### src/framed_packet_receiver_xor_check_core_defines.svh
// Assertion macros for the framed packet receiver core.
// Included by the top level only; no other dependencies.
`ifndef FRAMED_PACKET_RECEIVER_XOR_CHECK_CORE_DEFINES_SVH
`define FRAMED_PACKET_RECEIVER_XOR_CHECK_CORE_DEFINES_SVH

// Implication checked on every rising edge, quiet during reset.
`define FPR_ASSERT_IMP(label, clk, rst_n, ante, cons, msg) \
    label: assert property (@(posedge clk) disable iff (!rst_n) (ante) |-> (cons)) \
        else $error(msg);

// Implication whose consequence is checked in the cycle after the antecedent.
`define FPR_ASSERT_NEXT(label, clk, rst_n, ante, cons, msg) \
    label: assert property (@(posedge clk) disable iff (!rst_n) (ante) |=> (cons)) \
        else $error(msg);

`endif

### src/fpr_pkg.sv
// Shared types and constants for the framed packet receiver.
// No dependencies.
`timescale 1ns / 1ps

package fpr_pkg;

    localparam logic [1:0] REG_HEADER = 2'd0;
    localparam logic [1:0] REG_FOOTER = 2'd1;
    localparam logic [1:0] REG_MAXLEN = 2'd2;

    localparam logic [1:0] STATUS_OK     = 2'd0;
    localparam logic [1:0] STATUS_CSUM   = 2'd1;
    localparam logic [1:0] STATUS_FOOTER = 2'd2;

    localparam logic [15:0] MAXLEN_RESET = 16'd1008;

    // Receiver modes, one-hot
    typedef enum logic [8:0] {
        MODE_HUNT = 9'b000000001,
        MODE_TGT  = 9'b000000010,
        MODE_SRC  = 9'b000000100,
        MODE_PRM  = 9'b000001000,
        MODE_CMD  = 9'b000010000,
        MODE_LEN  = 9'b000100000,
        MODE_DATA = 9'b001000000,
        MODE_CSUM = 9'b010000000,
        MODE_FOOT = 9'b100000000
    } mode_t;

    // One result request passed from the front to the back
    typedef struct packed {
        logic        kind;
        logic [7:0]  payload_byte;
        logic [15:0] payload_index;
        logic [1:0]  status;
        logic [15:0] target_id;
        logic [15:0] source_id;
        logic [15:0] param_word;
        logic [15:0] command_word;
        logic [15:0] payload_length;
    } rec_t;

    typedef struct packed {
        logic [15:0] header_word;
        logic [15:0] footer_word;
        logic [15:0] max_payload_len;
    } cfg_t;

endpackage

### src/fpr_front.sv
// Front end: frame parser, one byte per cycle while in_valid is high, emits result requests.
// Depends on fpr_pkg.
`timescale 1ns / 1ps

module fpr_front
    import fpr_pkg::*;
(
    input  logic       clk,
    input  logic       rst_n,
    input  cfg_t       cfg,
    input  logic       in_valid,
    input  logic [7:0] rx_byte,
    output logic       rec_valid,
    output rec_t       rec
);

    mode_t       mode_reg, mode_next;
    logic        phase_reg, phase_next;
    logic [15:0] remain_reg, remain_next;
    logic [15:0] pos_reg, pos_next;
    logic [7:0]  hold_reg, hold_next;
    logic [15:0] xor_reg, xor_next;
    logic [15:0] tgt_reg, tgt_next, src_reg, src_next, prm_reg, prm_next;
    logic [15:0] cmd_reg, cmd_next, len_reg, len_next;
    logic [15:0] csum_reg, csum_next;
    logic [15:0] word;

    assign word = {rx_byte, hold_reg};

    // Parser next state and result request
    always_comb
    begin
        mode_next   = mode_reg;
        phase_next  = phase_reg;
        remain_next = remain_reg;
        pos_next    = pos_reg;
        hold_next   = hold_reg;
        xor_next    = xor_reg;
        tgt_next    = tgt_reg;
        src_next    = src_reg;
        prm_next    = prm_reg;
        cmd_next    = cmd_reg;
        len_next    = len_reg;
        csum_next   = csum_reg;
        rec_valid   = 1'b0;
        rec.kind           = 1'b0;
        rec.payload_byte   = 8'd0;
        rec.payload_index  = 16'd0;
        rec.status         = STATUS_OK;
        rec.target_id      = tgt_reg;
        rec.source_id      = src_reg;
        rec.param_word     = prm_reg;
        rec.command_word   = cmd_reg;
        rec.payload_length = len_reg;
        if (in_valid)
        begin
            if (mode_reg != MODE_HUNT && mode_reg != MODE_DATA)
            begin
                phase_next = ~phase_reg;
                if (!phase_reg)
                    hold_next = rx_byte;
            end
            case (mode_reg)
                MODE_HUNT:
                begin
                    if (!phase_reg)
                    begin
                        if (rx_byte == cfg.header_word[7:0])
                        begin
                            hold_next  = rx_byte;
                            phase_next = 1'b1;
                        end
                    end
                    else
                    begin
                        phase_next = 1'b0;
                        if (rx_byte == cfg.header_word[15:8])
                        begin
                            xor_next  = cfg.header_word;
                            mode_next = MODE_TGT;
                        end
                    end
                end
                MODE_TGT, MODE_SRC, MODE_PRM, MODE_CMD:
                begin
                    if (phase_reg)
                    begin
                        xor_next = xor_reg ^ word;
                        case (mode_reg)
                            MODE_TGT: begin tgt_next = word; mode_next = MODE_SRC; end
                            MODE_SRC: begin src_next = word; mode_next = MODE_PRM; end
                            MODE_PRM: begin prm_next = word; mode_next = MODE_CMD; end
                            default:  begin cmd_next = word; mode_next = MODE_LEN; end
                        endcase
                    end
                end
                MODE_LEN:
                begin
                    if (phase_reg)
                    begin
                        len_next = word;
                        xor_next = xor_reg ^ word;
                        if (word == 16'd0)
                            mode_next = MODE_CSUM;
                        else if (word <= cfg.max_payload_len)
                        begin
                            mode_next   = MODE_DATA;
                            remain_next = word;
                            pos_next    = 16'd0;
                        end
                        else
                            mode_next = MODE_HUNT;
                    end
                end
                MODE_DATA:
                begin
                    rec_valid         = 1'b1;
                    rec.payload_byte  = rx_byte;
                    rec.payload_index = pos_reg;
                    phase_next = ~phase_reg;
                    if (!phase_reg)
                        hold_next = rx_byte;
                    else
                        xor_next = xor_reg ^ word;
                    pos_next    = pos_reg + 16'd1;
                    remain_next = remain_reg - 16'd1;
                    if (remain_reg == 16'd1)
                    begin
                        mode_next  = MODE_CSUM;
                        phase_next = 1'b0;
                    end
                end
                MODE_CSUM:
                begin
                    if (phase_reg)
                    begin
                        csum_next = word;
                        mode_next = MODE_FOOT;
                    end
                end
                MODE_FOOT:
                begin
                    if (phase_reg)
                    begin
                        mode_next = MODE_HUNT;
                        rec_valid = 1'b1;
                        rec.kind  = 1'b1;
                        if (csum_reg != ~xor_reg)
                            rec.status = STATUS_CSUM;
                        else if (word != cfg.footer_word)
                            rec.status = STATUS_FOOTER;
                        else
                            rec.status = STATUS_OK;
                    end
                end
                default:
                begin
                    mode_next  = MODE_HUNT;
                    phase_next = 1'b0;
                end
            endcase
        end
    end

    // Parser state
    always_ff @(posedge clk or negedge rst_n)
    begin
        if (!rst_n)
        begin
            mode_reg   <= MODE_HUNT;
            phase_reg  <= 1'b0;
            remain_reg <= 16'd0;
            pos_reg    <= 16'd0;
            hold_reg   <= 8'd0;
            xor_reg    <= 16'd0;
            tgt_reg    <= 16'd0;
            src_reg    <= 16'd0;
            prm_reg    <= 16'd0;
            cmd_reg    <= 16'd0;
            len_reg    <= 16'd0;
            csum_reg   <= 16'd0;
        end
        else
        begin
            mode_reg   <= mode_next;
            phase_reg  <= phase_next;
            remain_reg <= remain_next;
            pos_reg    <= pos_next;
            hold_reg   <= hold_next;
            xor_reg    <= xor_next;
            tgt_reg    <= tgt_next;
            src_reg    <= src_next;
            prm_reg    <= prm_next;
            cmd_reg    <= cmd_next;
            len_reg    <= len_next;
            csum_reg   <= csum_next;
        end
    end

endmodule

### src/fpr_queue.sv
// Short request queue between parser and result port; registered storage.
// Depends on fpr_pkg.
`timescale 1ns / 1ps

module fpr_queue
    import fpr_pkg::*;
#(
    parameter int DEPTH = 4
)
(
    input  logic clk,
    input  logic rst_n,
    input  logic wr_en,
    input  rec_t wr_data,
    output logic full,
    input  logic rd_en,
    output logic empty,
    output rec_t rd_data,
    output logic [$clog2(DEPTH+1)-1:0] level
);

    localparam int AW = (DEPTH > 1) ? $clog2(DEPTH) : 1;
    localparam int CW = $clog2(DEPTH + 1);

    rec_t            mem_reg [DEPTH];
    logic [AW-1:0]   wp_reg, rp_reg;
    logic [CW-1:0]   cnt_reg;
    logic            do_wr, do_rd;

    assign full    = (cnt_reg == CW'(DEPTH));
    assign empty   = (cnt_reg == '0);
    assign rd_data = mem_reg[rp_reg];
    assign level   = cnt_reg;
    assign do_wr   = wr_en && !full;
    assign do_rd   = rd_en && !empty;

    // Entry storage
    always_ff @(posedge clk)
    begin
        if (do_wr)
            mem_reg[wp_reg] <= wr_data;
    end

    // Pointers and fill count
    always_ff @(posedge clk or negedge rst_n)
    begin
        if (!rst_n)
        begin
            wp_reg  <= '0;
            rp_reg  <= '0;
            cnt_reg <= '0;
        end
        else
        begin
            if (do_wr)
                wp_reg <= (wp_reg == AW'(DEPTH - 1)) ? '0 : wp_reg + AW'(1);
            if (do_rd)
                rp_reg <= (rp_reg == AW'(DEPTH - 1)) ? '0 : rp_reg + AW'(1);
            cnt_reg <= cnt_reg + CW'(do_wr) - CW'(do_rd);
        end
    end

endmodule

### src/framed_packet_receiver_xor_check_core.sv
// Top level of the framed packet receiver: APB register file, parser, result queue.
// Depends on fpr_pkg, fpr_front, fpr_queue and the defines header.
//
//  channel  | handshake        | payload
//  ---------+------------------+------------------------------------------
//  input    | push / full      | rx_byte
//  result   | pop / empty      | kind, payload_byte, payload_index, status, fields
//  config   | APB psel/penable | paddr, pwdata, prdata
//
// One byte is taken per cycle while full is low.
// A request is registered in the queue storage before it reaches the result port.
// full rises when the queue cannot absorb another request (DEPTH entries).
// Reset clears the parser and the queue at once; no clearing pass.
`timescale 1ns / 1ps
`include "framed_packet_receiver_xor_check_core_defines.svh"

module framed_packet_receiver_xor_check_core
    import fpr_pkg::*;
#(
    parameter int DEPTH = 4
)
(
    input  logic        clk,
    input  logic        rst_n,
    input  logic        push,
    output logic        full,
    input  logic [7:0]  rx_byte,
    output logic        empty,
    input  logic        pop,
    output logic        kind,
    output logic [7:0]  payload_byte,
    output logic [15:0] payload_index,
    output logic [1:0]  status,
    output logic [15:0] target_id,
    output logic [15:0] source_id,
    output logic [15:0] param_word,
    output logic [15:0] command_word,
    output logic [15:0] payload_length,
    input  logic        psel,
    input  logic        penable,
    input  logic        pwrite,
    input  logic [3:0]  paddr,
    input  logic [31:0] pwdata,
    output logic [31:0] prdata,
    output logic        pready
);

    localparam int LW = $clog2(DEPTH + 1);

    cfg_t cfg_reg;
    logic cfg_wr;
    logic [1:0] reg_idx;
    logic in_valid, rec_valid, q_full;
    rec_t rec, q_out;
    logic [LW-1:0] q_level;

    assign pready  = 1'b1;
    assign cfg_wr  = psel && penable && pwrite;
    assign reg_idx = paddr[3:2];

    // Register writes
    always_ff @(posedge clk or negedge rst_n)
    begin
        if (!rst_n)
        begin
            cfg_reg.header_word     <= 16'd0;
            cfg_reg.footer_word     <= 16'd0;
            cfg_reg.max_payload_len <= MAXLEN_RESET;
        end
        else if (cfg_wr)
        begin
            case (reg_idx)
                REG_HEADER: cfg_reg.header_word     <= pwdata[15:0];
                REG_FOOTER: cfg_reg.footer_word     <= pwdata[15:0];
                REG_MAXLEN: cfg_reg.max_payload_len <= pwdata[15:0];
                default:    ;
            endcase
        end
    end

    // Register reads
    always_comb
    begin
        case (reg_idx)
            REG_HEADER: prdata = {16'd0, cfg_reg.header_word};
            REG_FOOTER: prdata = {16'd0, cfg_reg.footer_word};
            REG_MAXLEN: prdata = {16'd0, cfg_reg.max_payload_len};
            default:    prdata = 32'd0;
        endcase
    end

    // A payload or footer byte may cause a request, so hold off while the queue is full
    assign full     = q_full;
    assign in_valid = push && !q_full;

    fpr_front u_front
    (
        .clk       (clk),
        .rst_n     (rst_n),
        .cfg       (cfg_reg),
        .in_valid  (in_valid),
        .rx_byte   (rx_byte),
        .rec_valid (rec_valid),
        .rec       (rec)
    );

    fpr_queue #(.DEPTH(DEPTH)) u_queue
    (
        .clk     (clk),
        .rst_n   (rst_n),
        .wr_en   (rec_valid),
        .wr_data (rec),
        .full    (q_full),
        .rd_en   (pop),
        .empty   (empty),
        .rd_data (q_out),
        .level   (q_level)
    );

    assign kind           = q_out.kind;
    assign payload_byte   = q_out.payload_byte;
    assign payload_index  = q_out.payload_index;
    assign status         = q_out.status;
    assign target_id      = q_out.target_id;
    assign source_id      = q_out.source_id;
    assign param_word     = q_out.param_word;
    assign command_word   = q_out.command_word;
    assign payload_length = q_out.payload_length;

    `FPR_ASSERT_IMP(a_full_level, clk, rst_n, full, q_level == LW'(DEPTH), "full without a full queue")
    `FPR_ASSERT_NEXT(a_req_lands, clk, rst_n, rec_valid && !pop, !empty, "request lost on its way to the queue")
    `FPR_ASSERT_IMP(a_no_req_idle, clk, rst_n, !in_valid, !rec_valid, "request raised without an accepted byte")

endmodule

### config.mk
export PLATFORM = sky130hd
export DESIGN_NAME = framed_packet_receiver_xor_check_core
export DESIGN_NICKNAME = d
export VERILOG_FILES = /design/src/fpr_pkg.sv /design/src/fpr_front.sv /design/src/fpr_queue.sv /design/src/framed_packet_receiver_xor_check_core.sv
export VERILOG_INCLUDE_DIRS = /design/src /design/src/src
export SDC_FILE = /design/constraint.sdc
export NUM_CORES = 1
export LEC_CHECK = 0
export BUFFER_PORTS_ARGS = -buffer_cell sky130_fd_sc_hd__buf_4
export CAP_MARGIN = 20
export CORE_UTILIZATION = 55
export CTS_BUF_LIST = sky130_fd_sc_hd__clkbuf_4 sky130_fd_sc_hd__clkbuf_8 sky130_fd_sc_hd__clkbuf_16
export DETAILED_ROUTE_END_ITERATION = 8
export PLACE_DENSITY = 0.74
export SYNTH_ARGS = -nofsm -noshare
export SYNTH_HDL_FRONTEND = slang
export SYNTH_SLANG_ARGS = --single-unit
### constraint.sdc
create_clock -name clk -period 6.6 [get_ports clk]
set_input_delay 0.33 -clock clk [delete_from_list [all_inputs] [get_ports clk]]
set_output_delay 0.33 -clock clk [all_outputs]
set_load 0.02 [all_outputs]
* After elaboration in Yosys (flattened, before gate mapping) *
Memory sizes are Yosys's and may differ from the RTL's.
Cells that the tools add are included.

storage, ports and cells
  output and inout port bits = 142
  memories kept = 1
  bits in writable memories = 428
  register bits = 217
  logic and storage cells = 139
  bits of input ports = 51

cells by class
  eq/ne operators = 31
  bitwise gates (word level) = 4
  mux-type cells = 49
  reduce and logical (&&, ||, !) cells = 29
  add/subtract/negate cells = 6
  order comparisons = 1

memories
  name             depth  bits a word  rd ports  clocked after memory_dff  write ports  RTL line         text
  u_queue.mem_reg  4      107          1         0                         1            fpr_queue.sv:25  rec_t mem_reg [DEPTH];

operator list
  operator               count
  $mux 16                9
  $pmux 16 s2            3
  $mux 9                 8
  $pmux 9 s6             1
  $pmux 16 s3            1
  $mux 8                 5
  $ne 16x16->1           2
  $mux 27                1
  $mux 24                1
  $ne 2x1->1 const B     9
  $pmux 6 s3             1
  $add 16x1->16 const B  1
  $eq 16x1->1 const B    1
  $eq 8x8->1             2
  $le 16x16->1           1
  $logic_not 16->1       1
  $not 16->16            1
  $pmux 8 s2             1
  $reduce_and 4->1       4
  $sub 16x1->16 const B  1
  $xor 16x16->16         1
  $mux 2                 6
  $reduce_and 5->1       2
  $eq 9x1->1 const B     1
  34 further kinds       56

* Depth between registers and ports, before layout *
  depth in word-level cells = 7
  gate-level depth with buffers = 11
  mapped depth without buffers = 8

* Hierarchy *
Synthesis repeated with hierarchy kept, for this count alone.

second synthesis, totals
  cell total of the unflattened synthesis = 1606
  area, all modules = 26540.5 sq um

by module, submodules not included
  module                                 seq. area each (sq um)  area each (sq um)  cells an instance  instances
  fpr_queue                              13027.5                 15841.4            598                1
  fpr_front                              4055.1                  8353.0             829                1
  framed_packet_receiver_xor_check_core  1208.7                  2346.0             179                1

* Worst setup path after synthesis *
Ideal clock, no wire load.

  kind = reg-to-reg
  start = register u_front.mode_reg[1]
  end = memory u_queue.mem_reg[0][0] (netlist bit), enable pin
  required time = 6122 ps
  path buffers = 3
  setup slack = 1707 ps
  arrival = 4414 ps
  library setup time = 478 ps
  stages on the path, launching flop included = 9
  cells stage by stage = dfrtp_1 clkbuf_1 nor3_1 and3_1 clkbuf_1 nand2_1 clkbuf_1 nand2_1 and2_1

on the way
  longest elaborated chain between the ends = 6
  elaborated cells between the ends (all ways) = 7
  classes of those cells = eq/ne (2); mux (4); reduce/logical (1)

ends and longest elaborated chain
  item                                      RTL line          text
  start, declared                           fpr_front.sv:17   mode_t mode_reg, mode_next;
  start signal, assigned                    fpr_front.sv:185  mode_reg <= mode_next;
  $eq 9x9->1 or $eq 9x7->1 (tied branches)  fpr_front.sv:63   case (mode_reg)
  $pmux 1 s2 (*)                            fpr_front.sv:63
  $mux 1 (*)                                fpr_front.sv:55   if (in_valid)
  $logic_and 1x1->1 (*)                     fpr_queue.sv:34   assign do_wr = wr_en && !full;
  named net u_queue.do_wr                   fpr_queue.sv:28   logic do_wr, do_rd;
  $mux 1 (*)                                fpr_queue.sv:40   if (do_wr)
  $mux 1 (not written as such) (*)          fpr_queue.sv:41   mem_reg[wp_reg] <= wr_data;
  end, declared                             fpr_queue.sv:25

The timed path passes the listed nets; every way through them passes the cells marked *.

* Final worst setup path *
  start = register u_front.mode_reg[8]
  end = memory u_queue.mem_reg[2][45] (netlist bit), enable pin

Same word-level chain as after synthesis.

==> results.md <==
- The weighted congestion at the end of routability-driven global placement is 0.851.
- For this block, the via count after detailed routing is 14800.
- The number of antenna violations at the first check in global routing is 2.
- For this run, design rule violations remaining after detail routing come to 0.
- The final layout contains 1863 nets.
- The share of synthesized flip-flops with an asynchronous set or reset is 33.6%.
- Once the floorplan was initialized, standard cells occupied 55.7% of the core.
- The number of clock buffers added by TritonCTS is 66.
- After synthesis, flip-flops and latches occupy 68.8% of the total area.
- Synthesis produced a netlist whose cell count is 1611.
- Setup repair after global routing left no endpoint under its margin.
- The top cell type by area accounts for 48.3% of the synthesized area.
- Sorting the synthesized cells by how often they occur yields edfxtp_1, dfrtp_1, mux2_2, mux4_2, o21ai_0.
- Data on the critical path arrives at its endpoint at 4.67 ns.
- At the pin with the least slew margin, the transition time is 1.03 ns.
- The cell sitting at the root of the clock tree is a clkbuf_16.
- Power spread over the standard cell area amounts to 391 nW/um^2.
- Global routing used 24.3% of the available tracks across all layers.
- The cell type with the largest total area after synthesis is edfxtp_1.
- The first detailed-routing pass took 6 iterations.
- The horizontal die dimension is 222 um.
- The CTS tree is yes.
- The category of the worst setup path launch point is a flip-flop.
- The half-perimeter wire length after placement is 34000 um.
- The I/O pin total is 193.
- The die area is 49200 um^2.
- For this run, the number of Yosys warnings is 0.
- For this run the aggregate overflow at the end of global routing stands at 0.
- The fraction of final layout cells sized beyond drive strength 1 is 31.3%.
- The ratio of final minimum period to clock period is 67.6%.
- The post-synthesis sequential element count is 645.
- Clock latency on the worst-skew pair, taken at its later pin, is 0.59 ns.
- The global-route wire length before repair is 89700 um.
- In this run, synthesis inferred 428 flip-flops with an integrated enable.
- The final number of max-transition violations is 0.
- The sort of element at the end of the critical path is a flip-flop.
- In the routed layout, each cell is associated on average with a via count of 6.05.
- The number of H-tree levels is 3.
- Of all nets on the critical path, the largest fanout is 57.
- The total power after layout is 12000 uW.
- The clock-pin transition on the worst setup and hold timing paths is 0.06 ns.
- The core footprint is 47700 um^2.
- Headroom to the max-slew limit came out at 31.6%.
- The clock net in this run drives a total of 645 sinks.
- Yosys mapped the design onto 68 distinct sky130hd cell types.
- For this design the static power due to leakage is 0.0120 uW.
- The maximum number of pins on one net before global-route repair is 101.
- The longest clock path from root to sink contains 3 buffers.
- The via count of the first global-routing pass was 15000.
- The remaining number of nets flagged by the antenna check after routing is 0.
- Clock skew on the completed layout was measured at 0.0250 ns.
- Port buffering added 157 buffers.
- The average wire per cell in the routed design is 23.9 um.
- The start-to-end type of the worst setup path is reg2reg.
- The row count is 80.
- Ranked by total cell area, the synthesized netlist is headed by edfxtp_1, dfrtp_1, mux4_2.
- The area overhead of the layout relative to synthesis is 15.3%.
- The first routing iteration left 1262 violations.
- The kind of path behind the tightest hold check is in2reg.
- The number of flip-flops in the largest register is 428.
- At the worst endpoint, the required time is 6.81 ns.
- The most common cell in the netlist is edfxtp_1.
- Among all flip-flop cells after synthesis, the most frequent one is edfxtp_1.
- Wires add up to 58600 um.
- Across the VDD grid, the largest voltage drop is 0.248 mV.
- The number of endpoints failing setup at the final stage is 0.
- The final hold violation count is 0.
- The flow ran to the end, and the final reports show no timing, DRC or antenna violations.
- After synthesis the cells add up to 26600 um^2.
- The synthesized area per cell is 16.5 um^2.
- The maximum operating frequency is 0.224 GHz.
- The number of violations of the max-capacitance limit is 0.
- Measured along the y axis, the die boundary spans 222 um.
- The final critical-path required period is 4.46 ns.
- The setup TNS after final layout is 0 ns.
-- critical path, stage by stage, from the launching register on --
cell and delay (ns):
dfrtp_1 0.45, nor3_1 0.68, and3_1 0.26, buf_4 0.35, nand2_1 0.45, nand2_1 0.40, and2_4 0.80, buf_4 0.62
-- worst paths after layout --
path | depth (start not counted) | slack (ns) | startpoint | to
worst max register to register | 7 | 2.14 | u_front.mode_reg[8] | u_queue.mem_reg[2][45]
worst min-delay path | 3 | 0.1 | push | u_front.phase_reg
min in group asynchronous | 2 | 0.39 | rst_n | u_front.pos_reg[10]
worst max-delay path | 7 | 2.14 | u_front.mode_reg[8] | u_queue.mem_reg[2][45]
max in group asynchronous | 3 | 4.76 | rst_n | u_front.cmd_reg[5]
worst min register to register | 0 | 0.50 | u_front.prm_reg[12] | u_queue.mem_reg[1][44]
-- layout make-up --
type | count | area [um^2]
clock buffer | 95 | 1920
clock inverter | 24 | 198
sequential | 645 | 18300
antenna | 2 | 5.00
timing repair buffer | 204 | 1590
inverter | 35 | 131
tap | 615 | 769
multi-input combinational | 833 | 7750
fill | 3327 | 17100
-- stage by stage --
stage | hold WS [ns] | cells | setup slack (ns) | area (um^2) | util, %
6_report | 0.0957 | 2453 | 2.14 | 30700 | 64.2
3_3_place_gp | 0.452 | 2315 | 2.32 | 28400 | 59.4
3_5_place_dp | 0.471 | 2315 | 2.21 | 28400 | 59.4
4_1_cts | 0.0743 | 2451 | 2.18 | 30700 | 64.2
5_1_grt | 0.114 | 2452 | 1.92 | 30700 | 64.2
2_1_floorplan | 0.0344 | 1626 | 1.71 | 26600 | -
-- where the power goes --
group | switching, uW | total (uW) | internal (uW)
logic | 1540 | 2900 | 1360
clock network | 1510 | 3630 | 2120
registers | 626 | 5480 | 4850
-- per-layer routing --
metal / routed length (um) / share of wire, % / global-route usage, %
met5: 0 / 0 / 0
met4: 1410 / 2.4 / 8.33
met3: 3460 / 5.9 / 3.64
met2: 28400 / 49 / 38.4
met1: 25300 / 43 / 35.1
-- timing repair --
action | 4_1_cts | 5_1_grt
buffers inserted | 0 | 0
gates resized for setup | 0 | 0
hold endpoints to repair | 142 | 0
hold buffers | 17 | 0
-- cell families (layout without fill, tap and decap cells) --
| kind of cell | after synthesis | after routing | share of synthesized area (%) |
|---|---|---|---|
| buf+inv | 148 | 358 | 2.40 |
| xor+xnor | 53 | 53 | 1.75 |
| mux | 259 | 259 | 15.5 |
| fa+ha+maj | 27 | 27 | 1.30 |
| compound gates | 198 | 198 | 4.51 |
| flops | 645 | 645 | 68.8 |
| simple gates | 279 | 279 | 5.69 |
| other cells | 2 | 19 | 0.0282 |
-- placed cells by master (no fill, tap or decap), types with 10 or more instances in the layout --
cell | synthesis | final
a21oi_1 | 30 | 30
and3_1 | 26 | 26
buf_4 | 17 | 185
clkbuf_16 | 0 | 67
clkbuf_4 | 0 | 22
conb_1 | 2 | 17
dfrtp_1 | 210 | 208
dlygate4sd3_1 | 0 | 17
edfxtp_1 | 428 | 428
ha_1 | 26 | 26
inv_1 | 35 | 35
mux2_2 | 126 | 126
mux2i_1 | 17 | 17
mux4_2 | 107 | 107
nand2_1 | 74 | 74
nand3_1 | 18 | 18
nand4_1 | 14 | 14
nor2_1 | 39 | 38
nor3_1 | 22 | 20
nor3b_1 | 19 | 18
nor4_1 | 20 | 20
o21ai_0 | 107 | 107
o31ai_1 | 11 | 11
or3_1 | 10 | 10
xnor2_1 | 14 | 14
xor2_1 | 39 | 39
Power figures use the tool's default switching activity.
